`config.mk`:
```
export PLATFORM = sky130hd
export DESIGN_NAME = modrm_sib_address_decoder_unit
export DESIGN_NICKNAME = d
export VERILOG_FILES = /design/src/design/msad_pkg.sv /design/src/design/msad_ram.sv /design/src/design/msad_decode.sv /design/src/design/modrm_sib_address_decoder_unit.sv
export VERILOG_INCLUDE_DIRS = /design/src /design/src/design
export SDC_FILE = /design/constraint.sdc
export NUM_CORES = 1
export LEC_CHECK = 0
export BUFFER_PORTS_ARGS = -buffer_cell sky130_fd_sc_hd__buf_2
export CAP_MARGIN = 20
export CORE_ASPECT_RATIO = 1.2
export CORE_MARGIN = 4
export CORE_UTILIZATION = 45
export CTS_BUF_LIST = sky130_fd_sc_hd__clkbuf_4 sky130_fd_sc_hd__clkbuf_8
export DETAILED_ROUTE_END_ITERATION = 16
export GPL_TIMING_DRIVEN = 1
export SLEW_MARGIN = 5
export SYNTH_ARGS = -nofsm -noshare
export SYNTH_HDL_FRONTEND = slang
export SYNTH_SLANG_ARGS = --single-unit
```
`constraint.sdc`:
```
create_clock -name clk -period 4.65 [get_ports clk]
set_input_delay 0.6975 -clock clk [delete_from_list [all_inputs] [get_ports clk]]
set_output_delay 0.6975 -clock clk [all_outputs]
set_load 0.01 [all_outputs]
```
`src/design/assert_macros.svh`:
```
// Assertion macros shared by the address decoder modules.
`ifndef ASSERT_MACROS_SVH
`define ASSERT_MACROS_SVH

// Checks that an expression holds at every clock edge outside reset.
`define MSAD_ASSERT_ALWAYS(label, expr, msg) \
  label: assert property (@(posedge clk) disable iff (!rst_n) (expr)) else $error(msg);

// Checks that a consequent holds in the same cycle as its antecedent.
`define MSAD_ASSERT_SAME(label, ante, cons, msg) \
  label: assert property (@(posedge clk) disable iff (!rst_n) (ante) |-> (cons)) else $error(msg);

// Checks that a consequent holds in the cycle after its antecedent.
`define MSAD_ASSERT_NEXT(label, ante, cons, msg) \
  label: assert property (@(posedge clk) disable iff (!rst_n) (ante) |=> (cons)) else $error(msg);

`endif

```
`src/design/msad_pkg.sv`:
```
// Package with the types and constants of the ModRM/SIB address decoder.
`default_nettype none

package msad_pkg;

  localparam int GPR_COUNT = 8;
  localparam int GPR_IDX_W = $clog2(GPR_COUNT);
  localparam int GPR_W     = 32;

  localparam int IN_TDATA_W  = 48;
  localparam int OUT_TDATA_W = 88;

  localparam logic [7:0] MODRM_MOD_MASK = 8'hC0;
  localparam logic [7:0] MODRM_REG_MASK = 8'h38;
  localparam logic [7:0] MODRM_RM_MASK  = 8'h07;

  localparam logic [1:0] MOD_NO_DISP = 2'd0;
  localparam logic [1:0] MOD_DISP8   = 2'd1;
  localparam logic [1:0] MOD_DISP32  = 2'd2;
  localparam logic [1:0] MOD_REG     = 2'd3;

  localparam logic [2:0] RM_SIB       = 3'd4;
  localparam logic [2:0] RM_DISP_ONLY = 3'd5;
  localparam logic [2:0] SIB_NO_BASE  = 3'd5;
  localparam logic [2:0] SIB_NO_INDEX = 3'd4;

  localparam logic [2:0] DISP8_BYTES  = 3'd1;
  localparam logic [2:0] DISP32_BYTES = 3'd4;

  localparam logic CMD_REG_WRITE = 1'b0;
  localparam logic CMD_CODE_BYTE = 1'b1;

  typedef enum logic [2:0] {
    PH_MODRM = 3'b001,
    PH_SIB   = 3'b010,
    PH_DISP  = 3'b100
  } msad_phase_t;

  typedef struct packed {
    logic [1:0]           mod_bits;
    logic [2:0]           reg_bits;
    logic [2:0]           rm_bits;
    logic                 has_sib;
    logic [1:0]           scale_shift;
    logic [2:0]           index_reg;
    logic [2:0]           base_reg;
    logic [31:0]          displacement;
    logic                 is_register;
    logic [2:0]           operand_length;
    logic                 use_base;
    logic                 use_index;
    logic [GPR_IDX_W-1:0] base_sel;
  } msad_result_t;

endpackage

`default_nettype wire

```
`src/design/msad_ram.sv`:
```
// Generic RAM with one write port and two registered read ports.
`default_nettype none

module msad_ram #(
  parameter int WIDTH = 32,
  parameter int DEPTH = 8
) (
  input  wire logic                     clk,
  input  wire logic                     we,
  input  wire logic [$clog2(DEPTH)-1:0] waddr,
  input  wire logic [WIDTH-1:0]         wdata,
  input  wire logic                     re,
  input  wire logic [$clog2(DEPTH)-1:0] raddr_a,
  input  wire logic [$clog2(DEPTH)-1:0] raddr_b,
  output logic      [WIDTH-1:0]         rdata_a,
  output logic      [WIDTH-1:0]         rdata_b
);

  logic [WIDTH-1:0] mem [DEPTH];

  always_ff @(posedge clk) begin
    if (we) begin
      mem[waddr] <= wdata;
    end
    if (re) begin
      rdata_a <= mem[raddr_a];
      rdata_b <= mem[raddr_b];
    end
  end

endmodule

`default_nettype wire

```
`src/design/msad_decode.sv`:
```
// Byte-stream sequencer that gathers ModRM, SIB and displacement bytes.
`default_nettype none

module msad_decode (
  input  wire logic                  clk,
  input  wire logic                  rst_n,
  input  wire logic                  byte_en,
  input  wire logic [7:0]            code_byte,
  output logic                       finish,
  output msad_pkg::msad_result_t     res
);

  import msad_pkg::*;

  `include "assert_macros.svh"

  msad_phase_t phase_r, phase_nxt;
  logic [15:0] fields_r, fields_nxt;
  logic [31:0] accum_r, accum_nxt;
  logic [2:0]  left_r, left_nxt;
  logic [2:0]  count_r, count_nxt;

  logic [1:0]  code_mod;
  logic [2:0]  code_rm;
  logic [1:0]  cur_mod;
  logic [2:0]  disp_total;
  logic [1:0]  disp_pos;

  assign code_mod   = 2'((code_byte & MODRM_MOD_MASK) >> 6);
  assign code_rm    = 3'(code_byte & MODRM_RM_MASK);
  assign cur_mod    = fields_r[15:14];
  assign disp_total = (cur_mod == MOD_DISP8) ? DISP8_BYTES : DISP32_BYTES;
  assign disp_pos   = 2'(disp_total - left_r);

  always_comb begin
    phase_nxt  = phase_r;
    fields_nxt = fields_r;
    accum_nxt  = accum_r;
    left_nxt   = left_r;
    count_nxt  = count_r;
    finish     = 1'b0;
    if (byte_en) begin
      case (phase_r)
        PH_SIB: begin
          fields_nxt = {fields_r[15:8], code_byte};
          count_nxt  = 3'd2;
          if (cur_mod == MOD_DISP8) begin
            left_nxt = DISP8_BYTES;
          end else if (cur_mod == MOD_DISP32 || code_byte[2:0] == SIB_NO_BASE) begin
            left_nxt = DISP32_BYTES;
          end else begin
            left_nxt = 3'd0;
          end
          if (left_nxt == 3'd0) begin
            finish    = 1'b1;
            phase_nxt = PH_MODRM;
          end else begin
            phase_nxt = PH_DISP;
          end
        end
        PH_DISP: begin
          accum_nxt = accum_r | (32'(code_byte) << {disp_pos, 3'b000});
          count_nxt = count_r + 3'd1;
          left_nxt  = left_r - 3'd1;
          if (left_nxt == 3'd0) begin
            finish    = 1'b1;
            phase_nxt = PH_MODRM;
          end
        end
        default: begin
          fields_nxt = {code_byte, 8'h00};
          accum_nxt  = 32'd0;
          count_nxt  = 3'd1;
          if (code_mod != MOD_REG && code_rm == RM_SIB) begin
            phase_nxt = PH_SIB;
          end else begin
            if (code_mod == MOD_DISP8) begin
              left_nxt = DISP8_BYTES;
            end else if (code_mod == MOD_DISP32 ||
                         (code_mod == MOD_NO_DISP && code_rm == RM_DISP_ONLY)) begin
              left_nxt = DISP32_BYTES;
            end else begin
              left_nxt = 3'd0;
            end
            if (left_nxt == 3'd0) begin
              finish    = 1'b1;
              phase_nxt = PH_MODRM;
            end else begin
              phase_nxt = PH_DISP;
            end
          end
        end
      endcase
    end
  end

  always_comb begin
    res.mod_bits       = fields_nxt[15:14];
    res.reg_bits       = 3'((fields_nxt[15:8] & MODRM_REG_MASK) >> 3);
    res.rm_bits        = 3'(fields_nxt[15:8] & MODRM_RM_MASK);
    res.has_sib        = (res.mod_bits != MOD_REG) && (res.rm_bits == RM_SIB);
    res.scale_shift    = res.has_sib ? fields_nxt[7:6] : 2'd0;
    res.index_reg      = res.has_sib ? fields_nxt[5:3] : 3'd0;
    res.base_reg       = res.has_sib ? fields_nxt[2:0] : 3'd0;
    res.is_register    = (res.mod_bits == MOD_REG);
    res.operand_length = count_nxt;
    case (res.mod_bits)
      MOD_DISP8: res.displacement = {{24{accum_nxt[7]}}, accum_nxt[7:0]};
      MOD_REG:   res.displacement = 32'd0;
      default:   res.displacement = accum_nxt;
    endcase
    if (res.has_sib) begin
      res.use_base = !(res.mod_bits == MOD_NO_DISP && res.base_reg == SIB_NO_BASE);
      res.base_sel = GPR_IDX_W'(res.base_reg);
    end else begin
      res.use_base = !res.is_register &&
                     !(res.mod_bits == MOD_NO_DISP && res.rm_bits == RM_DISP_ONLY);
      res.base_sel = GPR_IDX_W'(res.rm_bits);
    end
    res.use_index = res.has_sib && (res.index_reg != SIB_NO_INDEX);
  end

  always_ff @(posedge clk) begin
    if (!rst_n) begin
      phase_r  <= PH_MODRM;
      fields_r <= 16'd0;
      accum_r  <= 32'd0;
      left_r   <= 3'd0;
      count_r  <= 3'd0;
    end else begin
      phase_r  <= phase_nxt;
      fields_r <= fields_nxt;
      accum_r  <= accum_nxt;
      left_r   <= left_nxt;
      count_r  <= count_nxt;
    end
  end

  `MSAD_ASSERT_ALWAYS(a_phase_onehot, $onehot(phase_r), "Decode phase is not one-hot.")
  `MSAD_ASSERT_SAME(a_disp_left, phase_r == PH_DISP,
    left_r != 3'd0 && left_r <= DISP32_BYTES, "Displacement phase with bad byte count.")
  `MSAD_ASSERT_NEXT(a_finish_idle, finish, phase_r == PH_MODRM && left_r == 3'd0,
    "Decoder did not return to ModRM after an operand.")

endmodule

`default_nettype wire

```
`src/design/modrm_sib_address_decoder_unit.sv`:
```
// Top level of the 32-bit ModRM/SIB effective address decoder.
//
//   Port group   Direction   tdata fields (low bit first)                 tuser
//   in_*         slave       code_byte, reg_select, reg_value             command
//   out_*        master      mod, reg, rm, has_sib, scale, index, base,   is_register
//                            displacement, effective_address, length
//
// A transaction may be accepted in every cycle unless stalled; an operand then passes both stages.
// The decode state and the register copy update at the accepting edge, which also reads the copy.
// The middle stage adds base, scaled index and displacement into the output register.
// Reset clears the decode state and marks all eight register copies as zero.
// A stall on the output holds both stages, and the input is ready whenever the middle stage can move.
`default_nettype none

module modrm_sib_address_decoder_unit (
  input  wire logic                               clk,
  input  wire logic                               rst_n,
  input  wire logic                               in_tvalid,
  output logic                                    in_tready,
  // code_byte [7:0], reg_select [10:8], reg_value [42:11], zero [47:43]
  input  wire logic [msad_pkg::IN_TDATA_W-1:0]    in_tdata,
  // command [0]
  input  wire logic                               in_tuser,
  output logic                                    out_tvalid,
  input  wire logic                               out_tready,
  // mod_bits [1:0], reg_bits [4:2], rm_bits [7:5], has_sib [8], scale_shift [10:9],
  // index_reg [13:11], base_reg [16:14], displacement [48:17],
  // effective_address [80:49], operand_length [83:81], zero [87:84]
  output logic      [msad_pkg::OUT_TDATA_W-1:0]   out_tdata,
  // is_register [0]
  output logic                                    out_tuser
);

  import msad_pkg::*;

  `include "assert_macros.svh"

  logic                 in_acc;
  logic                 code_en;
  logic                 reg_wr;
  logic [7:0]           in_code;
  logic [GPR_IDX_W-1:0] in_sel;
  logic [GPR_W-1:0]     in_value;
  logic                 finish;
  logic                 rd_en;
  msad_result_t         res;

  logic [GPR_COUNT-1:0] gpr_vld_r, gpr_vld_nxt;
  logic [GPR_W-1:0]     rd_base, rd_index;

  logic                 mid_valid_r, mid_valid_nxt;
  msad_result_t         mid_r;
  logic                 base_ok_r, index_ok_r;
  logic                 mid_adv;

  logic                 out_valid_r, out_valid_nxt;
  logic [OUT_TDATA_W-1:0] out_data_r;
  logic                 out_user_r;
  logic [31:0]          base_term, index_term, ea;

  assign in_code  = in_tdata[7:0];
  assign in_sel   = in_tdata[10:8];
  assign in_value = in_tdata[42:11];

  assign in_tready = !mid_valid_r || !out_valid_r || out_tready;
  assign in_acc    = in_tvalid && in_tready;
  assign code_en   = in_acc && (in_tuser == CMD_CODE_BYTE);
  assign reg_wr    = in_acc && (in_tuser == CMD_REG_WRITE);
  assign rd_en     = code_en && finish;

  msad_decode u_decode (
    .clk       (clk),
    .rst_n     (rst_n),
    .byte_en   (code_en),
    .code_byte (in_code),
    .finish    (finish),
    .res       (res)
  );

  msad_ram #(
    .WIDTH (GPR_W),
    .DEPTH (GPR_COUNT)
  ) u_gpr_ram (
    .clk     (clk),
    .we      (reg_wr),
    .waddr   (in_sel),
    .wdata   (in_value),
    .re      (rd_en),
    .raddr_a (res.base_sel),
    .raddr_b (GPR_IDX_W'(res.index_reg)),
    .rdata_a (rd_base),
    .rdata_b (rd_index)
  );

  always_comb begin
    gpr_vld_nxt = gpr_vld_r;
    if (reg_wr) begin
      gpr_vld_nxt[in_sel] = 1'b1;
    end
  end

  assign mid_adv = mid_valid_r && (!out_valid_r || out_tready);

  always_comb begin
    mid_valid_nxt = mid_valid_r;
    if (rd_en) begin
      mid_valid_nxt = 1'b1;
    end else if (mid_adv) begin
      mid_valid_nxt = 1'b0;
    end
    out_valid_nxt = out_valid_r;
    if (mid_adv) begin
      out_valid_nxt = 1'b1;
    end else if (out_tready) begin
      out_valid_nxt = 1'b0;
    end
  end

  assign base_term  = base_ok_r ? rd_base : 32'd0;
  assign index_term = index_ok_r ? (rd_index << mid_r.scale_shift) : 32'd0;
  assign ea         = base_term + index_term + mid_r.displacement;

  always_ff @(posedge clk) begin
    if (!rst_n) begin
      gpr_vld_r   <= '0;
      mid_valid_r <= 1'b0;
      out_valid_r <= 1'b0;
    end else begin
      gpr_vld_r   <= gpr_vld_nxt;
      mid_valid_r <= mid_valid_nxt;
      out_valid_r <= out_valid_nxt;
    end
  end

  always_ff @(posedge clk) begin
    if (rd_en) begin
      mid_r      <= res;
      base_ok_r  <= res.use_base && gpr_vld_r[res.base_sel];
      index_ok_r <= res.use_index && gpr_vld_r[GPR_IDX_W'(res.index_reg)];
    end
    if (mid_adv) begin
      out_data_r <= {4'd0, mid_r.operand_length, ea, mid_r.displacement,
                     mid_r.base_reg, mid_r.index_reg, mid_r.scale_shift, mid_r.has_sib,
                     mid_r.rm_bits, mid_r.reg_bits, mid_r.mod_bits};
      out_user_r <= mid_r.is_register;
    end
  end

  assign out_tvalid = out_valid_r;
  assign out_tdata  = out_data_r;
  assign out_tuser  = out_user_r;

  `MSAD_ASSERT_SAME(a_mid_no_overrun, mid_valid_r && !mid_adv, !rd_en,
    "A finished operand overwrote a stalled one.")
  `MSAD_ASSERT_NEXT(a_mid_to_out, mid_adv, out_valid_r,
    "A moved operand did not reach the output register.")
  `MSAD_ASSERT_SAME(a_reg_operand_zero, out_valid_r && out_user_r,
    out_data_r[80:17] == 64'd0, "A register operand has a nonzero address or displacement.")

endmodule

`default_nettype wire
```
Word level (Yosys, flattened, before mapping)
Memory sizes are Yosys's and may differ from the RTL's. A register that Yosys moved wholly into a read port is not among the register bits. Cells that the tools add are included.

Register bits: 207. Output and inout port bits: 91. Logic and storage cells: 138. Input bits: 53. Memories kept: 1. RAM bits: 256.

Memory list: u_gpr_ram.mem (depth 8, width 32, read ports 2, clocked after Yosys merged registers in 2, wr ports 1, line msad_ram.sv:19) `logic [WIDTH-1:0] mem [DEPTH];`.

Reductions and logical operators: 35. Shift operators: 2. Equality and inequality tests: 18. Bitwise gates (word level): 3. Muxes and demuxes: 48. Order comparisons: 4. $add $sub $neg: 5.

Operators by type and width (number): one-hot mux 32 bit (2 select lines) (2); 2-to-1 mux 32 bit (3); adder 32 bit (2); 2-to-1 mux 3 bit (18); OR 32 bit (1); one-hot mux 16 bit (2 select lines) (1); left shift 32 x 2 -> 32 bit (1); left shift 8 x 5 -> 32 bit (1); equality test 3 bit, second input constant (6); one-hot mux 3 bit (2 select lines) (3); 2-to-1 mux 1 bit (16); 2-to-1 mux 16 bit (1); logical AND 1 bit (15); less-than comparator 3 x 4 -> 1 bit, second input constant (3); logical NOT 3 bit (3); OR 8 bit (1); binary-select mux 1 bit (select 3 bit) (2); equality test 2 x 1 -> 1 bit, second input constant (3); equality test 2 bit, second input constant (3); != test 3 bit, second input constant (2); logical NOT 1 bit (5); logical OR 1 bit (5); logical NOT 2 bit (2); != test 2 bit, second input constant (2); 12 further kinds (14).

Logic depth before layout (Yosys ltp)
Word-level depth: 15. Gate-level depth with buffers: 15. Mapped depth without buffers: 13.

Modules after synthesis
A second synthesis with hierarchy kept.

Cells, all modules: 1524. Area total of the unflattened synthesis: 24903.9 um2.

By module, submodules not included: msad_ram (cells each 561, times used 1, area an instance 13820.8 um2); modrm_sib_address_decoder_unit (cells each 627, times used 1, area an instance 8244.2 um2); msad_decode (cells each 336, times used 1, area an instance 2839.0 um2).

Least setup slack after synthesis
No wires, ideal clock.

Path type: in2reg. Start: input port out_tready. End: register out_data_r[0] (netlist: out_tdata[0]) (enable). Path buffers: 0. Data required time: 4.111 ns. Arrival time: 4.506 ns. Library setup time: 0.539 ns. Setup slack: -0.395 ns. Stages on the path: 2. Cell sequence: nor2b_1 nor2b_1.

Longest elaborated chain between the ends: 2.

RTL lines: start, declared (line modrm_sib_address_decoder_unit.sv:25) `input wire logic out_tready,`; logical OR 1 bit (line modrm_sib_address_decoder_unit.sv:102) `assign mid_adv = mid_valid_r && (!out_valid_r || out_tready);`; logical AND 1 bit (line modrm_sib_address_decoder_unit.sv:102); named net mid_adv (line modrm_sib_address_decoder_unit.sv:54) `logic mid_adv;`; end signal, assigned (line modrm_sib_address_decoder_unit.sv:142) `out_data_r <= {4'd0, mid_r.operand_length, ea, mid_r.displacement,`; end, declared (line modrm_sib_address_decoder_unit.sv:57) `logic [OUT_TDATA_W-1:0] out_data_r;`.

The timed path passes the listed nets, and every way through them passes these cells. A chain may end at the register's enable or synchronous reset.

Worst setup path in the final report
Start: register mid_r[47] (netlist name). End: register out_data_r[80] (netlist: out_tdata[80]), data pin.

Longest elaborated chain between the ends: 4.

RTL lines: start, declared (line modrm_sib_address_decoder_unit.sv:52) `msad_result_t mid_r;`; start signal, assigned (line modrm_sib_address_decoder_unit.sv:137) `mid_r <= res;`; left shift 32 x 2 -> 32 bit (line modrm_sib_address_decoder_unit.sv:120) `assign index_term = index_ok_r ? (rd_index << mid_r.scale_shift) : 32'd0;`; 2-to-1 mux 32 bit (line modrm_sib_address_decoder_unit.sv:120); adder 32 bit (2 in a row) (line modrm_sib_address_decoder_unit.sv:121) `assign ea = base_term + index_term + mid_r.displacement;`; named net ea[31] (line modrm_sib_address_decoder_unit.sv:59) `logic [31:0] base_term, index_term, ea;`.

The timed path passes the listed nets, and every way through them passes these cells.

==> parameters.txt <==
Parameter                              Value

Final layout
  Total of fill cells in the finished design    approximately 4.7k
  Footprint of the multi-input gates    9390 um2
  Post-layout nets    between 2k and 2.5k
  Total area of sequential cells    15200 um2
  Share of final-layout standard cells stronger than drive strength 1    21.3%
  Post-route standard cell area excluding fillers    28500 um2
  Synthesis-to-finish area growth    13.5%

CTS
  CTS HTree Levels    3
  Clock Tree Buf Depth    3
  Register clock-pin slew on the reported worst setup and hold paths    60 ps
  Clock insertion delay at the later pin of the skew report    660 ps
  Number of instances resized during post-cts repair    0
  Total CTS buffers    85
  CTS root buffer    clkbuf_8
  Post CTS Setup Buffer Count    0
  Number of clock sinks    527
  Number of hold buffers added after CTS    0
  Clock tree from TritonCTS    done

Hold path
  Class of the most critical hold timing path    in2reg

STA
  Headroom to the max-slew limit    40.5%
  Top achievable clock speed    225 MHz
  Smallest hold slack    313 ps
  Setup violation total in the final timing report    0
  Final critical path time including I/O delays and setup    4450 ps
  Final hold vios    0
  Transition time at the pin with the least slew margin    893 ps
  Period utilisation layout    between 90% and 100%
  RSZ-0062 raised after global routing    no
  Clock tree skew after final layout    21.3 ps
  Max-slew violation count    0
  Final total negative setup slack    0 ps

Route
  Final Routed Wirelength    60100 um
  Overall via count from detail_route    15.1k
  DRC violation count after routing    0
  Post-detailed-route wirelength per cell    between 20 and 25 um
  Drt pass-1 iters    5
  Number of violations reported at the end of detailed-routing iteration 0    1053
  Count of nets left with antenna violations after detail routing    0
  Vias per std cell    5.62

Yosys
  Adder-Cell Fraction of Synth Area    approximately 4.2%
  Mux cell area share after synthesis    16.2%
  Prevailing post-synth register cell    edfxtp_1
  Parity-gate share of the synthesized area counting xor and xnor cells    1.05%
  Async SR Flop Fraction    0%
  Flops & latches, synth    527
  Post-Syn Area    25100 um2
  Dominant combinational cell family by area after synthesis    multiplexers
  Number of cells produced by synthesis    1741
  Mean cell area of the mapped netlist    approximately 14 um2
  Basic-gate share of the synthesized area counting and, or, nand and nor cells    between 5 and 6%
  Most frequent cell after synthesis    edfxtp_1
  Proportion of synthesized chip area in sequential cells    60.3%
  Unique cell type count in the Yosys netlist    66
  Synth warnings    0
  Top cell type's share of synthesized area    roughly 55%
  Complex-gate fraction of the synthesized area    9.53%
  List of most frequent post-synthesis cells    edfxtp_1, mux2i_1, and2_1, dfxtp_1
  Count of flip-flops with a built-in enable after synthesis    460
  Top cells by area, synth    edfxtp_1, mux2i_1, dfxtp_1
  Post-synth top area cell    edfxtp_1

Die
  Chip Height    267 um
  Row Count    94
  Die Footprint    59700 um2
  Initial core utilization    45.6%
  Width of the chip    around 220 um
  Core area    55000 um2
  I/O pin count    144

Critical path
  Maximum fanout along the worst path    8
  CP cell instances    buf_4 > buf_4 > mux4_2 > and2_1 > fa_1 > ha_1 > a211oi_1 > o21ai_0 > a2111o_1 > a21oi_1 > nor2_1 > a221oi_1 > xnor2_1
  Critical path endpoint category    flop
  Kind of critical path    reg2reg
  Worst-path cell with the longest stage delay    a2111o_1
  CP Data Arrival Time    4850 ps
  Most used cell along the critical path    buf_4
  Sort of element at the start of the critical path    flop
  CP Data Required Time    5050 ps
  Stage delay of the slowest cell on the critical path    between 500 and 600 ps

Global route
  Wire length of the first global-routing pass    between 90000 and 100000 um
  GRT Overall Usage    20.0%
  Largest net degree at the start of global routing    132
  Residual overflow from global routing    0
  Number of antenna violations at the first check in global routing    11
  Vias in the first global route    roughly 16k

Outcome
  Status    finished clean

Placement
  Placer's final routability congestion estimate    0.825
  Standard cell area after detailed placement    26700 um2
  Count of input and output buffers    around 130
  Final HPWL from detailed placement    38500 um

Pwr
  Highest ir drop seen on vdd    ~0.19 mV
  Leakage power figure    10.6 nW
  Total power of the final layout    0.0104 W
  Pwr Density    364 nW/um2

Job
  Max-Cap Viols    0
-- routing by layer --
metal / wire length (um) / vias to the layer above / global-route usage, %
li1: - / 7056 / -
met3: 3250 / 97 / 3.74
met1: 26100 / 7601 / 26.6
met4: 1470 / 10 / 6.45
met2: 29300 / 385 / 33.5
met5: 69 / - / 0
-- layout by cell type (no fill, tap or decap), drive strengths merged, types with 26 or more instances in the layout --
cell type | netlist | layout
a21oi | 38 | 38
a22oi | 39 | 39
and2 | 75 | 75
buf | 61 | 179
clkbuf | 49 | 117
clkinv | 0 | 33
dfxtp | 67 | 67
edfxtp | 460 | 460
fa | 32 | 32
ha | 34 | 34
inv | 33 | 34
mux2 | 42 | 42
mux2i | 297 | 297
mux4 | 27 | 27
nand2 | 48 | 48
nor2 | 39 | 39
nor2b | 45 | 45
o211ai | 44 | 44
o21a | 46 | 46
o21ai | 41 | 41
o221ai | 32 | 32
o22ai | 33 | 33
xnor2 | 26 | 26
-- flip-flops by register name, summed over array words and instances, names as in the netlist, 3 cells and up --
| signal | flops |
|---|---|
| u_gpr_ram.rdata_b | 32 |
| u_decode.accum_r | 32 |
| u_decode.left_r | 3 |
| u_decode.fields_r | 16 |
| out_tdata | 84 |
| gpr_vld_r | 8 |
| u_decode.phase_r | 3 |
| u_gpr_ram.rdata_a | 32 |
| mid_r | 53 |
| u_decode.count_r | 3 |
| u_gpr_ram.mem | 256 |
-- cell families after synthesis --
| family | after synthesis |
|---|---|
| DFF | 527 |
| AOI/OAI and AO/OA | 338 |
| muxes | 366 |
| adders and majority gates | 66 |
| and+or+nand+nor | 270 |
| xor gates and xnor gates | 30 |
| other | 1 |
| buffers and inverters | 143 |
-- worst paths after layout --
path	from	endpoint	slack (ps)	cells past startpoint
worst min-delay path	in_tdata[20]	u_gpr_ram.mem[0][9]$_DFFE_PP_	310	1
worst min register to register	mid_r[42]$_DFFE_PP_	out_tdata[15]$_DFFE_PP_	410	0
worst max register to register	mid_r[47]$_SDFFCE_PP0P_	out_tdata[80]$_DFFE_PP_	200	13
worst max-delay path	mid_r[47]$_SDFFCE_PP0P_	out_tdata[80]$_DFFE_PP_	200	13
-- where the power goes --
part / leakage [nW] / internal (W) / switching, W / total [W]
clock: 0.923 / 0.00225 / 0.00181 / 0.00406
combinational: 4.96 / 0.000420 / 0.000574 / 0.000994
sequential: 4.69 / 0.00527 / 0.0000539 / 0.00533
total: 10.6 / 0.00795 / 0.00244 / 0.0104
-- layout make-up --
cell class | instances | area share (%)
diodes | 3 | 0.0263
clock buffers | 117 | 5.10
clock inverters | 41 | 1.03
inverters | 33 | 0.443
multi-input cells | 1074 | 32.9
flip-flops and latches | 527 | 53.1
well taps | 720 | 3.16
repair buffers | 179 | 4.19
-- worst max-delay path: cells and delay by family, from the launching register on --
family	cells	cell delay, ps
AOI/OAI and AO/OA	5	1810
adders and majority gates	2	720
muxes	1	480
DFF	1	400
buffers and inverters	2	380
and+or+nand+nor	2	290
xor gates and xnor gates	1	120
-- per-stage QoR --
step                cells  setup slack [ps]  utilization, %
finish               2694               198            51.8
detailed placement   2532               235            48.6
global placement     2532               335            48.6
CTS                  2690              87.8            51.7
floorplan            1744              39.2               -
global route         2692              5.03            51.8
(Power assumes the default switching activity.)
